## src/design/vcs_pkg.sv

```systemverilog
`default_nettype none
// ---------------------------------------------------------------------------
// vcs_pkg
// Shared types and constants of the velocity command shaper.
// ---------------------------------------------------------------------------
package vcs_pkg;

  // operand and result widths of the shared iterative units
  localparam int MUL_W  = 34;
  localparam int PROD_W = 2 * MUL_W;
  localparam int SQ_W   = 64;
  localparam int ROOT_W = SQ_W / 2;

  // translational dead band, Q16.16 LSBs
  localparam logic [31:0] VEL_EPS = 32'd1;

  // configuration register indexes
  localparam logic [2:0] REG_MAX_VEL_X     = 3'd0;
  localparam logic [2:0] REG_MAX_VEL_Y     = 3'd1;
  localparam logic [2:0] REG_MAX_TURN_RATE = 3'd2;
  localparam logic [2:0] REG_MAX_ACC_X     = 3'd3;
  localparam logic [2:0] REG_MAX_ACC_Y     = 3'd4;
  localparam logic [2:0] REG_MAX_ACC_TURN  = 3'd5;
  localparam logic [2:0] REG_CMD_TIMEOUT   = 3'd6;
  localparam logic [2:0] REG_MAX_DT        = 3'd7;

  // input action codes
  localparam logic ACT_COMMAND = 1'b0;
  localparam logic ACT_TICK    = 1'b1;

  typedef struct packed {
    logic               action;
    logic signed [31:0] cmd_vx;
    logic signed [31:0] cmd_vy;
    logic signed [31:0] cmd_turn;
    logic        [31:0] now_time;
  } in_item_t;

  typedef struct packed {
    logic signed [31:0] out_vx;
    logic signed [31:0] out_vy;
    logic signed [31:0] out_turn;
    logic               timed_out;
  } res_item_t;

  // start and completion of one iterative unit
  typedef struct packed {
    logic start;
    logic done;
  } unit_hs_t;

endpackage
`default_nettype wire

```

## src/design/vcs_mul.sv

```systemverilog
`default_nettype none
// ---------------------------------------------------------------------------
// vcs_mul
// Shift-add unsigned multiplier, one multiplier bit per cycle.
// ---------------------------------------------------------------------------
module vcs_mul (
  input  wire                             clk,
  input  wire                             rst,
  input  wire                             start,
  input  wire  [vcs_pkg::MUL_W-1:0]       a,
  input  wire  [vcs_pkg::MUL_W-1:0]       b,
  output logic                            done,
  output logic [vcs_pkg::PROD_W-1:0]      prod
);

  logic [vcs_pkg::PROD_W-1:0] mcand;
  logic [vcs_pkg::MUL_W-1:0]  mplier;
  logic [5:0]                 cnt;
  logic                       busy;

  // load operands, then add one partial product a cycle
  always_ff @(posedge clk) begin
    if (rst) begin
      busy <= 1'b0;
      done <= 1'b0;
    end else begin
      done <= 1'b0;
      if (start) begin
        prod   <= '0;
        mcand  <= {{(vcs_pkg::PROD_W - vcs_pkg::MUL_W){1'b0}}, a};
        mplier <= b;
        cnt    <= 6'(vcs_pkg::MUL_W);
        busy   <= 1'b1;
      end else if (busy) begin
        if (mplier[0]) begin
          prod <= prod + mcand;
        end
        mcand  <= mcand << 1;
        mplier <= mplier >> 1;
        cnt    <= cnt - 6'd1;
        if (cnt == 6'd1) begin
          busy <= 1'b0;
          done <= 1'b1;
        end
      end
    end
  end

endmodule
`default_nettype wire

```

## src/design/vcs_div.sv

```systemverilog
`default_nettype none
// ---------------------------------------------------------------------------
// vcs_div
// Restoring unsigned divider, one quotient bit per cycle.
// ---------------------------------------------------------------------------
module vcs_div (
  input  wire                             clk,
  input  wire                             rst,
  input  wire                             start,
  input  wire  [vcs_pkg::PROD_W-1:0]      dividend,
  input  wire  [vcs_pkg::MUL_W-1:0]       divisor,
  output logic                            done,
  output logic [vcs_pkg::PROD_W-1:0]      quo
);

  logic [vcs_pkg::MUL_W-1:0] dv;
  logic [vcs_pkg::MUL_W:0]   rem;
  logic [vcs_pkg::MUL_W:0]   trial;
  logic [6:0]                cnt;
  logic                      busy;

  assign trial = {rem[vcs_pkg::MUL_W-1:0], quo[vcs_pkg::PROD_W-1]};

  // shift in one dividend bit, subtract where the divisor fits
  always_ff @(posedge clk) begin
    if (rst) begin
      busy <= 1'b0;
      done <= 1'b0;
    end else begin
      done <= 1'b0;
      if (start) begin
        quo  <= dividend;
        dv   <= divisor;
        rem  <= '0;
        cnt  <= 7'(vcs_pkg::PROD_W);
        busy <= 1'b1;
      end else if (busy) begin
        if (trial >= {1'b0, dv}) begin
          rem <= trial - {1'b0, dv};
          quo <= {quo[vcs_pkg::PROD_W-2:0], 1'b1};
        end else begin
          rem <= trial;
          quo <= {quo[vcs_pkg::PROD_W-2:0], 1'b0};
        end
        cnt <= cnt - 7'd1;
        if (cnt == 7'd1) begin
          busy <= 1'b0;
          done <= 1'b1;
        end
      end
    end
  end

endmodule
`default_nettype wire

```

## src/design/vcs_sqrt.sv

```systemverilog
`default_nettype none
// ---------------------------------------------------------------------------
// vcs_sqrt
// Integer square root, one root bit per cycle.
// ---------------------------------------------------------------------------
module vcs_sqrt (
  input  wire                             clk,
  input  wire                             rst,
  input  wire                             start,
  input  wire  [vcs_pkg::SQ_W-1:0]        val,
  output logic                            done,
  output logic [vcs_pkg::ROOT_W-1:0]      root
);

  logic [vcs_pkg::SQ_W-1:0]   rad;
  logic [vcs_pkg::ROOT_W+1:0] rem;
  logic [vcs_pkg::ROOT_W+2:0] t;
  logic [vcs_pkg::ROOT_W+2:0] trial;
  logic [5:0]                 cnt;
  logic                       busy;

  assign t     = {rem[vcs_pkg::ROOT_W:0], rad[vcs_pkg::SQ_W-1 -: 2]};
  assign trial = {1'b0, root, 2'b01};

  // bring down two radicand bits, try the next root bit
  always_ff @(posedge clk) begin
    if (rst) begin
      busy <= 1'b0;
      done <= 1'b0;
    end else begin
      done <= 1'b0;
      if (start) begin
        rad  <= val;
        rem  <= '0;
        root <= '0;
        cnt  <= 6'(vcs_pkg::ROOT_W);
        busy <= 1'b1;
      end else if (busy) begin
        if (t >= trial) begin
          rem  <= vcs_pkg::ROOT_W'(0) + (vcs_pkg::ROOT_W+2)'(t - trial);
          root <= {root[vcs_pkg::ROOT_W-2:0], 1'b1};
        end else begin
          rem  <= (vcs_pkg::ROOT_W+2)'(t);
          root <= {root[vcs_pkg::ROOT_W-2:0], 1'b0};
        end
        rad <= rad << 2;
        cnt <= cnt - 6'd1;
        if (cnt == 6'd1) begin
          busy <= 1'b0;
          done <= 1'b1;
        end
      end
    end
  end

endmodule
`default_nettype wire

```

## src/design/velocity_command_shaper_unit.sv

```systemverilog
`default_nettype none
// ---------------------------------------------------------------------------
// velocity_command_shaper_unit
// Planar base velocity shaper: command clamp and acceleration-limited ticks.
// ---------------------------------------------------------------------------
// Input channel (in_valid / in_stall / in_item) carries commands and ticks.
// A command clamps the translation to the mean velocity limit and the turn
// rate to its limit, stores it as target and stamps it; it gives no result.
// A tick steps the shaped velocity toward the target within the
// acceleration limits, or zeroes it on command timeout, and gives one
// result on res_valid / res_stall / res_item.
// One item is worked on at a time; in_stall is high until it is done.
// A command works through two squarings, a square root, and a scale and
// divide per axis; when the magnitude is in the dead band it zeroes the
// translation target after the square root. A tick does one to three
// multiplies per axis for the step limit (one for an axis that is not
// limited, three for one that is), then a scale and divide per axis; on
// timeout it goes straight to the output step. The steps share the bit-serial units.
// A finished result waits in the output register while res_stall is high;
// a following tick holds at its end until that register is free.
// Configuration writes (cfg_we, cfg_index, cfg_data) take effect at once.
// Synchronous reset restores the register defaults and zeroes targets, velocity and stamps.
// ---------------------------------------------------------------------------
module velocity_command_shaper_unit (
  input  wire                  clk,
  input  wire                  rst,
  input  wire                  in_valid,
  output logic                 in_stall,
  input  wire vcs_pkg::in_item_t  in_item,
  output logic                 res_valid,
  input  wire                  res_stall,
  output vcs_pkg::res_item_t   res_item,
  input  wire                  cfg_we,
  input  wire  [2:0]           cfg_index,
  input  wire  [31:0]          cfg_data
);

  localparam logic [3:0] S_IDLE   = 4'd0;
  localparam logic [3:0] S_C_SQX  = 4'd1;
  localparam logic [3:0] S_C_SQY  = 4'd2;
  localparam logic [3:0] S_C_SQRT = 4'd3;
  localparam logic [3:0] S_C_MUL  = 4'd4;
  localparam logic [3:0] S_C_DIV  = 4'd5;
  localparam logic [3:0] S_T_BEG  = 4'd6;
  localparam logic [3:0] S_T_MD   = 4'd7;
  localparam logic [3:0] S_T_C1   = 4'd8;
  localparam logic [3:0] S_T_C2   = 4'd9;
  localparam logic [3:0] S_T_SMUL = 4'd10;
  localparam logic [3:0] S_T_SDIV = 4'd11;
  localparam logic [3:0] S_T_OUT  = 4'd12;

  localparam int MW = vcs_pkg::MUL_W;
  localparam int PW = vcs_pkg::PROD_W;

  // configuration
  logic [30:0] max_vel_x, max_vel_y, max_turn_rate;
  logic [30:0] max_acc_x, max_acc_y, max_acc_turn;
  logic [31:0] cmd_timeout, max_dt;

  // state
  logic [3:0]         st;
  logic               issued;
  logic [1:0]         sel;
  vcs_pkg::in_item_t  item;
  logic [63:0]        sum;
  logic [31:0]        mag;
  logic [31:0]        dt;
  logic               to_flag;
  logic signed [31:0] tgt [3];
  logic signed [31:0] cur [3];
  logic signed [32:0] dd  [3];
  logic [31:0]        command_stamp, previous_tick_time;
  logic [MW-1:0]      bn, bd, md;
  logic [PW-1:0]      lhs;

  // unit connections
  wire vcs_pkg::unit_hs_t mul_hs, div_hs, sqrt_hs;
  logic [MW-1:0]      mul_a, mul_b, div_dvs;
  logic [PW-1:0]      prod, quo;
  logic [31:0]        root;

  // helpers
  logic [31:0]        abs_vx, abs_vy, cl, lim32, dt_raw, age;
  logic [32:0]        abs_d;
  logic [47:0]        md_w;
  logic [30:0]        acc_sel;
  logic signed [31:0] tr_clamp, tl, tl_neg;
  logic signed [32:0] step_q;

  assign abs_vx  = item.cmd_vx[31] ? (~item.cmd_vx + 32'd1) : item.cmd_vx;
  assign abs_vy  = item.cmd_vy[31] ? (~item.cmd_vy + 32'd1) : item.cmd_vy;
  assign lim32   = 32'(({1'b0, max_vel_x} + {1'b0, max_vel_y}) >> 1);
  assign cl      = (mag < lim32) ? mag : lim32;
  assign abs_d   = dd[sel][32] ? 33'(-dd[sel]) : 33'(dd[sel]);
  assign md_w    = prod[67:20];
  assign dt_raw  = item.now_time - previous_tick_time;
  assign age     = item.now_time - command_stamp;
  assign step_q  = dd[sel][32] ? -$signed(quo[32:0]) : $signed(quo[32:0]);

  always_comb begin
    case (sel)
      2'd0:    acc_sel = max_acc_x;
      2'd1:    acc_sel = max_acc_y;
      default: acc_sel = max_acc_turn;
    endcase
  end

  // clamp the incoming turn rate
  assign tl     = $signed({1'b0, max_turn_rate});
  assign tl_neg = -tl;
  always_comb begin
    tr_clamp = in_item.cmd_turn;
    if (tr_clamp > tl) begin
      tr_clamp = tl;
    end
    if (tr_clamp < tl_neg) begin
      tr_clamp = tl_neg;
    end
  end

  // route operands to the shared units
  always_comb begin
    mul_a = '0;
    mul_b = '0;
    unique case (st)
      S_C_SQX: begin
        mul_a = MW'(abs_vx);
        mul_b = MW'(abs_vx);
      end
      S_C_SQY: begin
        mul_a = MW'(abs_vy);
        mul_b = MW'(abs_vy);
      end
      S_C_MUL: begin
        mul_a = sel[0] ? MW'(abs_vy) : MW'(abs_vx);
        mul_b = MW'(cl);
      end
      S_T_MD: begin
        mul_a = MW'(acc_sel);
        mul_b = MW'(dt);
      end
      S_T_C1: begin
        mul_a = md;
        mul_b = bd;
      end
      S_T_C2: begin
        mul_a = bn;
        mul_b = MW'(abs_d);
      end
      S_T_SMUL: begin
        mul_a = MW'(abs_d);
        mul_b = bn;
      end
      default: begin
        mul_a = '0;
        mul_b = '0;
      end
    endcase
  end

  assign div_dvs = (st == S_C_DIV) ? MW'(mag) : bd;

  assign mul_hs.start  = !issued && (st == S_C_SQX || st == S_C_SQY || st == S_C_MUL ||
                                     st == S_T_MD || st == S_T_C1 || st == S_T_C2 ||
                                     st == S_T_SMUL);
  assign div_hs.start  = !issued && (st == S_C_DIV || st == S_T_SDIV);
  assign sqrt_hs.start = !issued && (st == S_C_SQRT);

  vcs_mul u_mul (
    .clk   (clk),
    .rst   (rst),
    .start (mul_hs.start),
    .a     (mul_a),
    .b     (mul_b),
    .done  (mul_hs.done),
    .prod  (prod)
  );

  vcs_div u_div (
    .clk      (clk),
    .rst      (rst),
    .start    (div_hs.start),
    .dividend (prod),
    .divisor  (div_dvs),
    .done     (div_hs.done),
    .quo      (quo)
  );

  vcs_sqrt u_sqrt (
    .clk   (clk),
    .rst   (rst),
    .start (sqrt_hs.start),
    .val   (sum),
    .done  (sqrt_hs.done),
    .root  (root)
  );

  assign in_stall = (st != S_IDLE);

  // configuration registers
  always_ff @(posedge clk) begin
    if (rst) begin
      max_vel_x     <= 31'd32768;
      max_vel_y     <= 31'd32768;
      max_turn_rate <= 31'd655360;
      max_acc_x     <= 31'd13107;
      max_acc_y     <= 31'd13107;
      max_acc_turn  <= 31'd655360;
      cmd_timeout   <= 32'd1048576;
      max_dt        <= 32'd10486;
    end else if (cfg_we) begin
      unique case (cfg_index)
        vcs_pkg::REG_MAX_VEL_X:     max_vel_x     <= cfg_data[30:0];
        vcs_pkg::REG_MAX_VEL_Y:     max_vel_y     <= cfg_data[30:0];
        vcs_pkg::REG_MAX_TURN_RATE: max_turn_rate <= cfg_data[30:0];
        vcs_pkg::REG_MAX_ACC_X:     max_acc_x     <= cfg_data[30:0];
        vcs_pkg::REG_MAX_ACC_Y:     max_acc_y     <= cfg_data[30:0];
        vcs_pkg::REG_MAX_ACC_TURN:  max_acc_turn  <= cfg_data[30:0];
        vcs_pkg::REG_CMD_TIMEOUT:   cmd_timeout   <= cfg_data;
        vcs_pkg::REG_MAX_DT:        max_dt        <= cfg_data;
        default: ;
      endcase
    end
  end

  // sequencer
  always_ff @(posedge clk) begin
    if (rst) begin
      st                 <= S_IDLE;
      issued             <= 1'b0;
      sel                <= 2'd0;
      res_valid          <= 1'b0;
      command_stamp      <= '0;
      previous_tick_time <= '0;
      for (int i = 0; i < 3; i++) begin
        tgt[i] <= '0;
        cur[i] <= '0;
      end
    end else begin
      // drop the result once taken
      if (res_valid && !res_stall) begin
        res_valid <= 1'b0;
      end
      if (mul_hs.start || div_hs.start || sqrt_hs.start) begin
        issued <= 1'b1;
      end
      unique case (st)
        S_IDLE: begin
          if (in_valid) begin
            item <= in_item;
            if (in_item.action == vcs_pkg::ACT_TICK) begin
              st <= S_T_BEG;
            end else begin
              tgt[2]        <= tr_clamp;
              command_stamp <= in_item.now_time;
              st            <= S_C_SQX;
            end
          end
        end
        S_C_SQX: begin
          if (mul_hs.done) begin
            issued <= 1'b0;
            sum    <= prod[63:0];
            st     <= S_C_SQY;
          end
        end
        S_C_SQY: begin
          if (mul_hs.done) begin
            issued <= 1'b0;
            sum    <= sum + prod[63:0];
            st     <= S_C_SQRT;
          end
        end
        S_C_SQRT: begin
          if (sqrt_hs.done) begin
            issued <= 1'b0;
            mag    <= root;
            sel    <= 2'd0;
            if (root > vcs_pkg::VEL_EPS) begin
              st <= S_C_MUL;
            end else begin
              tgt[0] <= '0;
              tgt[1] <= '0;
              st     <= S_IDLE;
            end
          end
        end
        S_C_MUL: begin
          if (mul_hs.done) begin
            issued <= 1'b0;
            st     <= S_C_DIV;
          end
        end
        S_C_DIV: begin
          if (div_hs.done) begin
            issued <= 1'b0;
            if (sel[0]) begin
              tgt[1] <= item.cmd_vy[31] ? -$signed(quo[31:0]) : $signed(quo[31:0]);
              st     <= S_IDLE;
            end else begin
              tgt[0] <= item.cmd_vx[31] ? -$signed(quo[31:0]) : $signed(quo[31:0]);
              sel    <= 2'd1;
              st     <= S_C_MUL;
            end
          end
        end
        S_T_BEG: begin
          previous_tick_time <= item.now_time;
          dt      <= (dt_raw > max_dt) ? max_dt : dt_raw;
          to_flag <= (age > cmd_timeout);
          if (age > cmd_timeout) begin
            for (int i = 0; i < 3; i++) begin
              cur[i] <= '0;
            end
            st <= S_T_OUT;
          end else begin
            for (int i = 0; i < 3; i++) begin
              dd[i] <= 33'(tgt[i]) - 33'(cur[i]);
            end
            bn  <= MW'(1);
            bd  <= MW'(1);
            sel <= 2'd0;
            st  <= S_T_MD;
          end
        end
        S_T_MD: begin
          if (mul_hs.done) begin
            issued <= 1'b0;
            if ({15'd0, abs_d} <= md_w || md_w < 48'(vcs_pkg::VEL_EPS)) begin
              if (sel == 2'd2) begin
                sel <= 2'd0;
                st  <= S_T_SMUL;
              end else begin
                sel <= sel + 2'd1;
              end
            end else begin
              md <= md_w[MW-1:0];
              st <= S_T_C1;
            end
          end
        end
        S_T_C1: begin
          if (mul_hs.done) begin
            issued <= 1'b0;
            lhs    <= prod;
            st     <= S_T_C2;
          end
        end
        S_T_C2: begin
          if (mul_hs.done) begin
            issued <= 1'b0;
            // keep the smaller fraction
            if (lhs < prod) begin
              bn <= md;
              bd <= MW'(abs_d);
            end
            if (sel == 2'd2) begin
              sel <= 2'd0;
              st  <= S_T_SMUL;
            end else begin
              sel <= sel + 2'd1;
              st  <= S_T_MD;
            end
          end
        end
        S_T_SMUL: begin
          if (mul_hs.done) begin
            issued <= 1'b0;
            st     <= S_T_SDIV;
          end
        end
        S_T_SDIV: begin
          if (div_hs.done) begin
            issued   <= 1'b0;
            cur[sel] <= 32'(33'(cur[sel]) + step_q);
            if (sel == 2'd2) begin
              st <= S_T_OUT;
            end else begin
              sel <= sel + 2'd1;
              st  <= S_T_SMUL;
            end
          end
        end
        S_T_OUT: begin
          // hold until the output register is free
          if (!res_valid || !res_stall) begin
            res_item.out_vx    <= cur[0];
            res_item.out_vy    <= cur[1];
            res_item.out_turn  <= cur[2];
            res_item.timed_out <= to_flag;
            res_valid          <= 1'b1;
            st                 <= S_IDLE;
          end
        end
        default: st <= S_IDLE;
      endcase
    end
  end

  // a timed-out result carries zero velocity
  a_timeout_zero: assert property (@(posedge clk) disable iff (rst)
    (res_valid && res_item.timed_out) |->
      (res_item.out_vx == 0 && res_item.out_vy == 0 && res_item.out_turn == 0))
    else $error("timed-out result with nonzero velocity");

  // an accepted transaction keeps the block busy in the next cycle
  a_busy_after_accept: assert property (@(posedge clk) disable iff (rst)
    (in_valid && !in_stall) |=> in_stall)
    else $error("block ready right after accepting a transaction");

  // a new result appears only from the output step of a tick
  a_result_from_tick: assert property (@(posedge clk) disable iff (rst)
    $rose(res_valid) |-> ($past(st) == S_T_OUT && $past(item.action) == vcs_pkg::ACT_TICK))
    else $error("result raised outside the tick output step");

endmodule
`default_nettype wire
```

## config.mk

```make
export PLATFORM = sky130hd
export DESIGN_NAME = velocity_command_shaper_unit
export DESIGN_NICKNAME = d
export VERILOG_FILES = /design/src/design/vcs_pkg.sv /design/src/design/vcs_mul.sv /design/src/design/vcs_div.sv /design/src/design/vcs_sqrt.sv /design/src/design/velocity_command_shaper_unit.sv
export SDC_FILE = /design/constraint.sdc
export NUM_CORES = 2
export LEC_CHECK = 0
export BUFFER_PORTS_ARGS = -buffer_cell sky130_fd_sc_hd__buf_4
export CORE_MARGIN = 1
export CORE_UTILIZATION = 46
export DETAILED_ROUTE_END_ITERATION = 8
export PLACE_DENSITY = 0.65
export REMOVE_ABC_BUFFERS = 1
export SLEW_MARGIN = 20
export SYNTH_ARGS = -nofsm -noshare
export SYNTH_HDL_FRONTEND = slang
export SYNTH_SLANG_ARGS = --single-unit
export TNS_END_PERCENT = 20
```

## constraint.sdc

```tcl
create_clock -name clk -period 23.4 [get_ports clk]
set_clock_uncertainty 0.1 [all_clocks]
set_input_delay 2.34 -clock clk [delete_from_list [all_inputs] [get_ports clk]]
set_output_delay 2.34 -clock clk [all_outputs]
set_load 0.05 [all_outputs]
```

== After elaboration in Yosys (flattened, before gate mapping) ==
Memories as Yosys holds them, arrays and structs flattened.
Index checks and enable logic that the tools add are counted.
Word-level totals
  memories: 3
  memory bits (read-only): 0
  word-level logic and storage cells: 345
  output and inout bits: 99
  register bits: 1274
  latch bits: 0
  bits in writable memories: 291
Memories
  dd: words 3, bits a word 33, rd ports 1, clocked after memory_dff 0, write ports 3, line velocity_command_shaper_unit.sv:71  | logic signed [32:0] dd [3];
  cur: words 3, bits a word 32, rd ports 4, clocked after memory_dff 0, write ports 3, line velocity_command_shaper_unit.sv:70  | logic signed [31:0] cur [3];
  tgt: words 3, bits a word 32, rd ports 3, clocked after memory_dff 0, write ports 3, line velocity_command_shaper_unit.sv:69  | logic signed [31:0] tgt [3];
Cells by class
  shift operators: 0
  add/subtract/negate cells: 21
  mux-type cells: 142
  equality and inequality tests: 42
  reduce and logical (&&, ||, !) cells: 60
  bitwise logic cells: 16
  order comparisons: 11
  $mul: 0
  div/mod/pow operators: 0
Operator list (count)
  $mux 32: 21
  $pmux 34 s7: 2
  $mux 34: 10
  $mux 68: 5
  $mux 64: 4
  $pmux 34 s2: 2
  $pmux 64 s2: 1
  $mux 33: 3
  $sub 32x32->33: 3
  $gt 32x32->1: 3
  $ge 35x34->1: 2
  $add 68x68->68: 1
  $lt 68x68->1: 1
  $add 32x1->32 const B: 2
  $add 64x64->64: 1
  $mux 4: 16
  $neg 32->32: 2
  $not 32->32: 2
  $sub 32x32->32: 2
  $pmux 31 s2: 1
  $mux 1: 56
  $pmux 4 s13: 1
  $le 33x48->1: 1
  $lt 48x1->1 const B: 1
  54 further kinds: 149

== Longest topological paths before layout ==
  depth in word-level cells: 13
  mapped depth: 28
  gate-level depth less buffers: 27

== Modules after synthesis ==
From an unflattened synthesis, not the netlist that was laid out.
Unflattened totals
  cells, all modules: 9557
  area, all modules: 95816.9 sq um
Modules (own cells, without submodules)
  velocity_command_shaper_unit: area each 69679.3 sq um, cells an instance 7279, instances 1, seq. area each 30889.6 sq um
  vcs_mul: area each 10800.4 sq um, cells an instance 988, instances 1, seq. area each 5325.1 sq um
  vcs_div: area each 7785.0 sq um, cells an instance 652, instances 1, seq. area each 4334.2 sq um
  vcs_sqrt: area each 7552.2 sq um, cells an instance 638, instances 1, seq. area each 4093.9 sq um

== Worst setup path after synthesis ==
OpenSTA, ideal clock, no wires.
  path type: input -> register
  from: in rst
  to: reg res_item[0] in the netlist's numbering (enable)
  data required time: 22.231 ns
  setup slack: 4.484 ns
  library setup time: 1.069 ns
  arrival time: 17.747 ns
  stages on the path: 3
  cell sequence: clkbuf_1 > clkbuf_1 > a2111oi_0
Between the ends
  word-level cells in the longest chain between the ends: 2
Ends and longest elaborated chain
  start, declared: line velocity_command_shaper_unit.sv:26  | input wire rst,
  $not 1->1 (no source line)
  $reduce_and 3->1 (no source line)
  end, declared: line velocity_command_shaper_unit.sv:32  | output vcs_pkg::res_item_t res_item,
Every way passes these cells.
A chain may end at the register's enable or synchronous reset.

== Final worst setup path ==
  from: reg item[4] in the netlist's numbering
  to: reg bn[9] (enable)
Between the ends
  word-level cells in the longest chain between the ends: 4
Ends and longest elaborated chain
  start, declared: line velocity_command_shaper_unit.sv:64  | vcs_pkg::in_item_t item;
  start signal, assigned: line velocity_command_shaper_unit.sv:250  | item <= in_item;
  $sub 32x32->32: line velocity_command_shaper_unit.sv:97  | assign age = item.now_time - command_stamp;
  $gt 32x32->1: line velocity_command_shaper_unit.sv:311  | if (age > cmd_timeout) begin
  $ne 2x2->1 (no source line)
  $reduce_and 5->1 (no source line)
  end signal, assigned: line velocity_command_shaper_unit.sv:354  | bn <= md;
  end, declared: line velocity_command_shaper_unit.sv:73  | logic [MW-1:0] bn, bd, md;
Every way passes these cells.

==> flow_metrics.tcl <==
set metrics [dict create \
    status "completed" \
    postLayoutCellArea_mm2 0.104 \
    top_usage_layer "met2" \
    wl_per_cell_um 25.2 \
    via_per_inst 5.94 \
    synth_cell_types 102 \
    setup_violations 0 \
    yosys_warnings 0 \
    post-place-ws_ps 14450 \
    cts_setup_buffers 0 \
    fmax_ghz 0.116 \
    clkTransAtPathRegs_ps 60 \
    power_switching_share 0.376 \
    numPortBuffers 267 \
    yosysMostFrequentCell "nand2_1" \
    synthTopCellsByArea "edfxtp_1 (41%), ha_1 (9.2%), dfxtp_1 (7.0%)" \
    arrival_ps 8960 \
    synth_commonest_cells "nand2_1 (1467), edfxtp_1 (1267), nor2_1 (803), a21oi_1 (781), ha_1 (688)" \
    synth-seq-area-share 0.477 \
    synth_area_mm2 0.0935 \
    slew-limit-headroom 0.104 \
    maxSlewViolCount 0 \
    die_x_um 453 \
    cts_buffers 179 \
    ir_drop_uv 86.2 \
    worstRegToRegCells 21 \
    cts_sinks 1595 \
    cts_tree "done" \
    num_rows 165 \
    place_area_mm2 0.0983 \
    firstDrtPassIters 7 \
    cp-start-kind "flip-flop" \
    worst_setup_path_end_kind "flip-flop" \
    grt_pass1_wl_mm 459 \
    hp-start "previous_tick_time[20]$_SDFFE_PP0P_" \
    grt_max_degree 143 \
    fin_crit_sh 0.368 \
    final_hold_viol_count 0 \
    area_growth_pct 11.6 \
    worstHoldPathType "reg2reg" \
    tightest_slew_ps 1340 \
    use_met2 0.470 \
    routabilityCongestion 0.993 \
    overflow 0 \
    die_y_um 453 \
    rrSetupSlack_ps 14780 \
    first_global_vias 70600 \
    grt_usage 0.300 \
    synth-seq-cells 1595 \
    dieArea_mm2 0.205 \
    synth_async_sr_flop_share 0 \
    core_area_mm2 0.202 \
    p_per_area_mw_per_mm2 103 \
    fill_cells 18100 \
    synth_edf_count 1267 \
    finalCriticalPeriod_ps 8620 \
    final.setup.worst_slack_ps 14780 \
    start_util 0.463 \
    r2r-start "item[4]$_DFFE_PP_" \
    leakage_nw 40.8 \
    reg2reg_to "bn[9]$_SDFFCE_PN0P_" \
    yosysTopAreaCell "edfxtp_1" \
    pwr-share-seq 0.363 \
    fin_nets 10500 \
    p_switching_mw 4.04 \
    setup_tns_ps 0 \
    drv_cap 0 \
    ctsResizeCount 0 \
    antenna_left 0 \
    critical_path_required_ps 23740 \
    syn_inst 9544 \
    hpwl_mm 236 \
    avgSynthCellArea_um2 9.79 \
    grt_use_met3 0.0556 \
    drive_above_1_share 0.0909 \
    grtUsageMet1 0.393 \
    via_count 74300 \
    clk_latency_ps 850 \
    rsz0062_at_grt "false" \
    hold_buffers 0 \
    hold_depth 2 \
    drc 0 \
    crit_type "reg2reg" \
    synth_ff_type "edfxtp_1" \
    intPower_mw 6.68 \
    combPwrFrac 0.365 \
    yosysTopAreaCellShare 0.407 \
    io_pins 268 \
    path_max_fanout 67 \
    power_frac_clock 0.271 \
    antenna_found_initial 13 \
    wl_mm 316 \
    cts.path.max_buffers 3 \
    drt_iter0_drc 7948 \
    clock-root-buffer "clkbuf_16" \
    holdPathEnd "previous_tick_time[20]$_SDFFE_PP0P_" \
    htreeDepth 4 \
]
-- through the flow --
stage | std cells | total power [mW] | hold WS, ps | utilization
floorplan | 9110 | 6.46 | 300 | -
global placement | 12200 | 7.70 | 341 | 0.486
detailed placement | 12200 | 7.76 | 346 | 0.486
CTS | 12500 | 10.7 | 355 | 0.516
global route | 12500 | 11.2 | 367 | 0.516
finish | 12500 | 10.7 | 353 | 0.516
-- kinds of logic after synthesis --
logic type,share of synthesized area
compound gates,0.150
xor+xnor,0.0532
fa+ha+maj,0.0942
buf+inv,0.0429
flops,0.477
mux,0.0276
simple gates,0.155
-- routing by layer --
layer  up-vias  share of wire
li1      34400              -
met1     36100           0.42
met2      3106           0.45
met3       632          0.079
met4         6          0.060
met5         -        0.00015
-- cells in the final DEF, fill, tap and decap left out, types with 59 or more instances in the layout --
| master | n |
|---|---|
| a211oi_1 | 88 |
| xor2_1 | 213 |
| nand4_1 | 107 |
| and2_1 | 119 |
| nand3_1 | 135 |
| nor2_1 | 779 |
| o21a_1 | 82 |
| nor2b_1 | 93 |
| buf_4 | 382 |
| dfxtp_1 | 326 |
| o21bai_1 | 62 |
| a21o_1 | 267 |
| nor3_1 | 100 |
| nand2b_1 | 90 |
| mux2i_1 | 101 |
| mux2_2 | 75 |
| a221oi_1 | 59 |
| inv_1 | 591 |
| xnor2_1 | 354 |
| nand2_1 | 1463 |
| clkbuf_16 | 185 |
| o21ai_0 | 431 |
| ha_1 | 688 |
| a21oi_1 | 779 |
| edfxtp_1 | 1267 |
-- critical path: stages, from the launching register on --
cell       delay (ps)
edfxtp_1          430
ha_1              390
a2111oi_0         900
a211oi_1          280
nor4_1            660
o21ai_1           210
nand2_1           150
a311oi_1          120
o21ai_1           280
a211oi_1          130
a2111o_1          400
a21oi_1           180
xnor2_1           100
ha_1              300
nand4_1           170
nor4_1            590
nand3_1           160
or4_1             560
and2_1            380
a21oi_1           570
and3_2            290
buf_4             810
-- cell type report --
cell class	instances	area, µm²	area share
Clock inverter	94	1020	0.00974
Multi-Input combinational cell	6922	45200	0.433
Sequential cell	1595	44600	0.428
Antenna cell	1	2.50	0.0000240
Timing Repair Buffer	387	2960	0.0284
Inverter	593	2230	0.0213
Tap cell	2672	3340	0.0320
Clock buffer	242	5010	0.0480
-- worst max path at each step --
stage / slack, ps / from / end / cells after the start
finish: 14780 / item[4]$_DFFE_PP_ / bn[9]$_SDFFCE_PN0P_ / 21
global route: 14570 / item[4]$_DFFE_PP_ / bn[9]$_SDFFCE_PN0P_ / 21
CTS: 14940 / item[4]$_DFFE_PP_ / bn[9]$_SDFFCE_PN0P_ / 21
detailed placement: 14450 / in_item[62] / tgt[0][85]$_SDFFCE_PP0P_ / 19
global placement: 14470 / in_item[62] / tgt[0][94]$_SDFFCE_PP0P_ / 22
floorplan: 4980 / rst / res_item[0]$_DFFE_PP_ / 1
-- power groups by stage --
stage,Clock [mW],Combinational [mW],Sequential [mW]
6_report,2.91,3.92,3.89
5_1_grt,3.04,4.27,3.90
4_1_cts,2.94,3.85,3.88
3_5_place_dp,0,3.82,3.94
3_3_place_gp,0,3.76,3.93
2_1_floorplan,0,2.64,3.82
-- flip-flops by register name, summed over array words and instances (netlist names), 34 cells and up --
register / count
bn: 34
cur: 128
dd: 99
item: 96
lhs: 68
md: 34
res_item: 97
sum: 64
tgt: 96
u_div.quo: 68
u_div.rem: 34
u_mul.mcand: 68
u_mul.mplier: 34
u_mul.prod: 68
u_sqrt.rad: 64
No activity file was read; power rests on OpenSTA's default activity.
